$ cat src/rtl/core/lom_pkg.sv
// Package for the LIFO order matcher: stack depth, order entry, result and
// control types, and the function and side codes. No dependencies.
package lom_pkg;

   localparam int STACK_DEPTH = 16;
   localparam int CNT_W = $clog2(STACK_DEPTH + 1);

   localparam logic FUNC_ADD = 1'b0;
   localparam logic FUNC_MATCH = 1'b1;
   localparam logic BUY = 1'b0;

   typedef logic [CNT_W-1:0] lom_count_type;

   typedef struct packed {
      logic [31:0] id;
      logic [31:0] price;
      logic [30:0] amount;
   } lom_entry_type;

   typedef struct packed {
      logic push;
      logic pop;
      logic load;
   } lom_cell_ctl_type;

   typedef struct packed {
      logic push;
      logic pop;
      logic upd;
   } lom_stack_ctl_type;

   typedef struct packed {
      logic        trade_valid;
      logic [31:0] buyer_id;
      logic [31:0] seller_id;
      logic [30:0] traded_units;
      logic [31:0] trade_price_ticks;
      logic        overflow;
      logic        last;
   } lom_result_type;

   typedef enum logic [1:0] {
      ST_IDLE,
      ST_FIRST,
      ST_NEXT
   } lom_state_type;

endpackage

$ cat src/rtl/core/lom_cell.sv
// One stack cell holding a single resting order.
// Depends on lom_pkg; takes its entry from either neighbor on push or pop.
module lom_cell (
   input  logic                     clock,
   input  lom_pkg::lom_cell_ctl_type ctl,
   input  lom_pkg::lom_entry_type   from_up,
   input  lom_pkg::lom_entry_type   from_dn,
   input  logic [30:0]              load_amount,
   output lom_pkg::lom_entry_type   q
);
   import lom_pkg::*;

   lom_entry_type entry_ff;
   lom_entry_type entry_in;

   always_comb begin
      entry_in = entry_ff;
      priority if (ctl.push) begin
         entry_in = from_up;
      end else if (ctl.pop) begin
         entry_in = from_dn;
      end else if (ctl.load) begin
         entry_in.amount = load_amount;
      end else begin
         entry_in = entry_ff;
      end
   end

   always_ff @(posedge clock) begin
      entry_ff <= entry_in;
   end

   assign q = entry_ff;

endmodule

$ cat src/rtl/core/lom_stack.sv
// One side's order stack: a row of cells with the top in cell zero, and a
// fill count. Depends on lom_pkg and lom_cell.
module lom_stack (
   input  logic                      clock,
   input  logic                      reset,
   input  lom_pkg::lom_stack_ctl_type ctl,
   input  lom_pkg::lom_entry_type    push_entry,
   input  logic [30:0]               upd_amount,
   output lom_pkg::lom_entry_type    top,
   output lom_pkg::lom_count_type    count,
   output logic                      full,
   output logic                      empty
);
   import lom_pkg::*;

   lom_entry_type    cell_q [STACK_DEPTH];
   lom_cell_ctl_type cell_ctl [STACK_DEPTH];
   lom_count_type    count_ff;
   lom_count_type    count_in;

   always_comb begin
      for (int i = 0; i < STACK_DEPTH; i++) begin
         cell_ctl[i].push = ctl.push;
         cell_ctl[i].pop  = ctl.pop;
         cell_ctl[i].load = (i == 0) ? ctl.upd : 1'b0;
      end
   end

   for (genvar i = 0; i < STACK_DEPTH; i++) begin : g_cell
      lom_entry_type up_entry;
      lom_entry_type dn_entry;
      if (i == 0) begin : g_first
         assign up_entry = push_entry;
      end else begin : g_rest
         assign up_entry = cell_q[i-1];
      end
      if (i == STACK_DEPTH - 1) begin : g_end
         assign dn_entry = cell_q[i];
      end else begin : g_mid
         assign dn_entry = cell_q[i+1];
      end
      lom_cell u_cell (
         .clock       (clock),
         .ctl         (cell_ctl[i]),
         .from_up     (up_entry),
         .from_dn     (dn_entry),
         .load_amount (upd_amount),
         .q           (cell_q[i])
      );
   end

   always_comb begin
      count_in = count_ff;
      priority if (ctl.push) begin
         count_in = count_ff + CNT_W'(1);
      end else if (ctl.pop) begin
         count_in = count_ff - CNT_W'(1);
      end else begin
         count_in = count_ff;
      end
   end

   always_ff @(posedge clock) begin
      if (reset) begin
         count_ff <= '0;
      end else begin
         count_ff <= count_in;
      end
   end

   assign top   = cell_q[0];
   assign count = count_ff;
   assign full  = (count_ff == CNT_W'(STACK_DEPTH));
   assign empty = (count_ff == '0);

endmodule

$ cat config.mk
export PLATFORM = sky130hd
export DESIGN_NAME = lom_stack
export DESIGN_NICKNAME = d
export VERILOG_FILES = /design/src/rtl/core/lom_pkg.sv /design/src/rtl/core/lom_cell.sv /design/src/rtl/core/lom_stack.sv
export SDC_FILE = /design/constraint.sdc
export NUM_CORES = 2
export LEC_CHECK = 0
export BUFFER_PORTS_ARGS = -buffer_cell sky130_fd_sc_hd__buf_2
export CAP_MARGIN = 30
export CORE_ASPECT_RATIO = 0.7
export CORE_UTILIZATION = 44
export CTS_BUF_LIST = sky130_fd_sc_hd__clkbuf_8
export DETAILED_ROUTE_END_ITERATION = 8
export SYNTH_ARGS = -nofsm -noshare
export SYNTH_HDL_FRONTEND = slang
export SYNTH_SLANG_ARGS = --single-unit
$ cat constraint.sdc
create_clock -name clock -period 80 [get_ports clock]
set_input_delay 8 -clock clock [delete_from_list [all_inputs] [get_ports clock]]
set_output_delay 8 -clock clock [all_outputs]
set_load 0.01 [all_outputs]
==> results.sh <==
export IMPL_worstRegToRegCells=4
export IMPL_setup_tns_ns=0
export IMPL_layout_nets=3815
export IMPL_synth_seq_area_share=0.713
export IMPL_cp_max_fo=184
export IMPL_syn_area_per_cell_um2=19.1
export IMPL_p_switching_w=0.000432
export IMPL_drive_gt1_frac=0.484
export IMPL_grt_remaining_overflow=0
export IMPL_min_path_cells=0
export IMPL_internal_power_w=0.00144
export IMPL_yosysTopAreaCellShare=0.712
export IMPL_gp_congestion=0.742
export IMPL_clock_power_share=0.302
export IMPL_crit_required_ns=80.54
export IMPL_drt_iter0_drc=2239
export IMPL_wl_per_cell_um=17.0
export IMPL_io_pins=233
export IMPL_cts_tree="built"
export IMPL_clockBufferDepth=3
export IMPL_grt_use_met1=0.201
export IMPL_critPathLaunchType="input port"
export IMPL_hold_path_class="reg2reg"
export IMPL_critical_path_class="in2reg"
export IMPL_rsz0062_at_grt="false"
export IMPL_status="completed"
export IMPL_ctsHoldBuffers=0
export IMPL_swShare=0.231
export IMPL_setup_viol=0
export IMPL_grt_first_pass_wirelength_um=158000
export IMPL_finalCriticalPeriod_ns=12.51
export IMPL_avgViaCountPerCell=4.98
export IMPL_fin_util=0.490
export IMPL_numPortBuffers=232
export IMPL_postRouteAntennaNets=0
export IMPL_ys_ff_latch=1525
export IMPL_synthToLayoutAreaGrowth_pct=9.95
export IMPL_cp_arrival_ns=13.05
export IMPL_end_kind="flop"
export IMPL_syn_nets=3492
export IMPL_synth_area_top_cells="edfxtp_1 71%, mux2_2 23%, buf_6 2.5%"
export IMPL_drtPass1Iterations=5
export IMPL_fin_crit_sh=0.156
export IMPL_seqPwrFrac=0.599
export IMPL_htreeDepth=4
export IMPL_die_w_um=458
export IMPL_rows=116
export IMPL_num_vias=28828
export IMPL_relSlewSlack=0.212
export IMPL_p_leak_nw=25.2
export IMPL_cts_root_buf="clkbuf_8"
export IMPL_start_util=0.446
export IMPL_finalMaxSlewViolations=0
export IMPL_grt_busiest_layer="met1"
export IMPL_vdd_ir_drop_worst_v=0.0000150
export IMPL_cts_setup_buffers=0
export IMPL_fmax_mhz=79.9
export IMPL_combPwrFrac=0.099
export IMPL_grt_max_degree=211
export IMPL_ys_warn_count=0
export IMPL_synth_top_area_cell="edfxtp_1"
export IMPL_dieArea_um2=147000
export IMPL_clkLatencyLatePin_ns=0.94
export IMPL_antenna_found_initial=3
export IMPL_synth_cells=3357
export IMPL_cellPowerDensity_nw_per_um2=26.5
export IMPL_synthDistinctLibCells=29
export IMPL_cts_buffers=229
export IMPL_dieHeight_um=321
export IMPL_gr_usage_met2=0.181
export IMPL_cap_viol_max_count=0
export IMPL_grtUsageTotal=0.132
export IMPL_nFillCells=12053
export IMPL_fin_worst_skew_ns=0.0332
export IMPL_synth_cell_area_um2=64100
export IMPL_cts_resized=0
export IMPL_grt_pass1_vias=29101
export IMPL_drc=0
export IMPL_numClockSinks=1525
export IMPL_fp_coreArea_um2=144000
export IMPL_worst_slew_pin_slew_ns=1.18
export IMPL_clk_pin_slew_ns=0.06
export IMPL_dpl_hpwl_um=54600
export IMPL_grt_util_met3=0.0315
export IMPL_wl_um=98300
export IMPL_finalHoldViolCount=0
export IMPL_holdWs_ns=0.432
## final timing paths
| check | end | slack, ns | start |
|---|---|---|---|
| setup / recovery | g_cell[11].u_cell.q[91] | 67.49 | ctl[2] |
| hold / removal | g_cell[15].u_cell.q[66] | 0.43 | g_cell[14].u_cell.q[66] |
| setup reg to reg | count[4] | 78.61 | count[0] |
| hold reg to reg | g_cell[15].u_cell.q[66] | 0.43 | g_cell[14].u_cell.q[66] |
## metal layers
layer / vias up / routed length (um)
met1: 14369 / 50300
li1: 13857 / -
met2: 427 / 41900
met5: - / 0
met4: 0 / 2050
met3: 175 / 4130
## critical path, cell delays in order
cell	delay (ns)
buf_12	0.34
nor2_1	0.27
inv_8	0.66
buf_12	0.58
buf_4	0.91
buf_4	0.85
buf_4	0.86
## through the flow
stage / std cells / power, W / setup WS, ns / cell area (um2)
6_report: 5791 / 0.00187 / 67.49 / 70500
4_1_cts: 5784 / 0.00190 / 67.56 / 70400
3_3_place_gp: 5385 / 0.00131 / 66.29 / 66300
2_1_floorplan: 3357 / 0.00130 / 42.90 / 64100
5_1_grt: 5791 / 0.00197 / 67.13 / 70500
3_5_place_dp: 5390 / 0.00132 / 66.44 / 66400
## placed cells by master (no fill, tap or decap), types with 6 or more instances in the layout
cell type  instances
edfxtp_1        1520
mux2_2          1330
clkbuf_8         230
buf_2            230
nand2_1          160
o21ai_0           94
inv_1             85
clkinv_1          55
mux2i_1           31
buf_4             25
buf_16            10
clkinv_2           8
buf_12             8
nor2_1             6
## layout make-up
class                           count  area (um2)  area share
Clock inverter                    164         786      0.0111
Antenna cell                        1        2.50   0.0000355
Timing Repair Buffer              273        1770      0.0252
Tap cell                         1947        2440      0.0345
Multi-Input combinational cell   1648       16600       0.235
Inverter                            3        18.8    0.000266
Sequential cell                  1525       45700       0.649
Clock buffer                      230        3170      0.0449
## synthesized netlist by cell type
library cell,n
mux2_2,1330
ha_1,3
a21oi_1,3
buf_4,2
nand4_1,2
a211oi_1,1
xnor2_1,2
nor2b_1,2
nand2b_1,3
buf_2,24
fa_1,1
buf_6,143
a221o_1,1
dfxtp_1,5
a22o_1,1
nand3_1,3
nand3b_1,1
nor2_1,6
edfxtp_1,1520
inv_1,3
o21ai_0,94
or3_1,1
a2111o_1,1
clkbuf_1,11
buf_1,1
or4_1,1
o311ai_1,1
mux2i_1,31
nand2_1,160
## power groups by stage
| stage | registers [W] | logic (W) | clock network (W) |
|---|---|---|---|
| after detailed placement | 0.00114 | 0.000186 | 0 |
| after CTS | 0.00112 | 0.000187 | 0.000594 |
| final | 0.00112 | 0.000185 | 0.000565 |
| after global routing | 0.00114 | 0.000203 | 0.000626 |
| after global placement | 0.00114 | 0.000178 | 0 |
| after floorplan | 0.00115 | 0.000156 | 0 |
## sequential cells by signal, summed over array words and instances, names as in the netlist
signal           count
count                5
g_cell.u_cell.q   1520
## cell families after synthesis
logic type / synth area share
muxes: 0.238
AOI/OAI and AO/OA: 0.00829
and+or+nand+nor: 0.0110
buffers and inverters: 0.0281
xor gates and xnor gates: 0.000273
adders and majority gates: 0.000897
DFF: 0.713
Power figures use the tool's default switching activity.
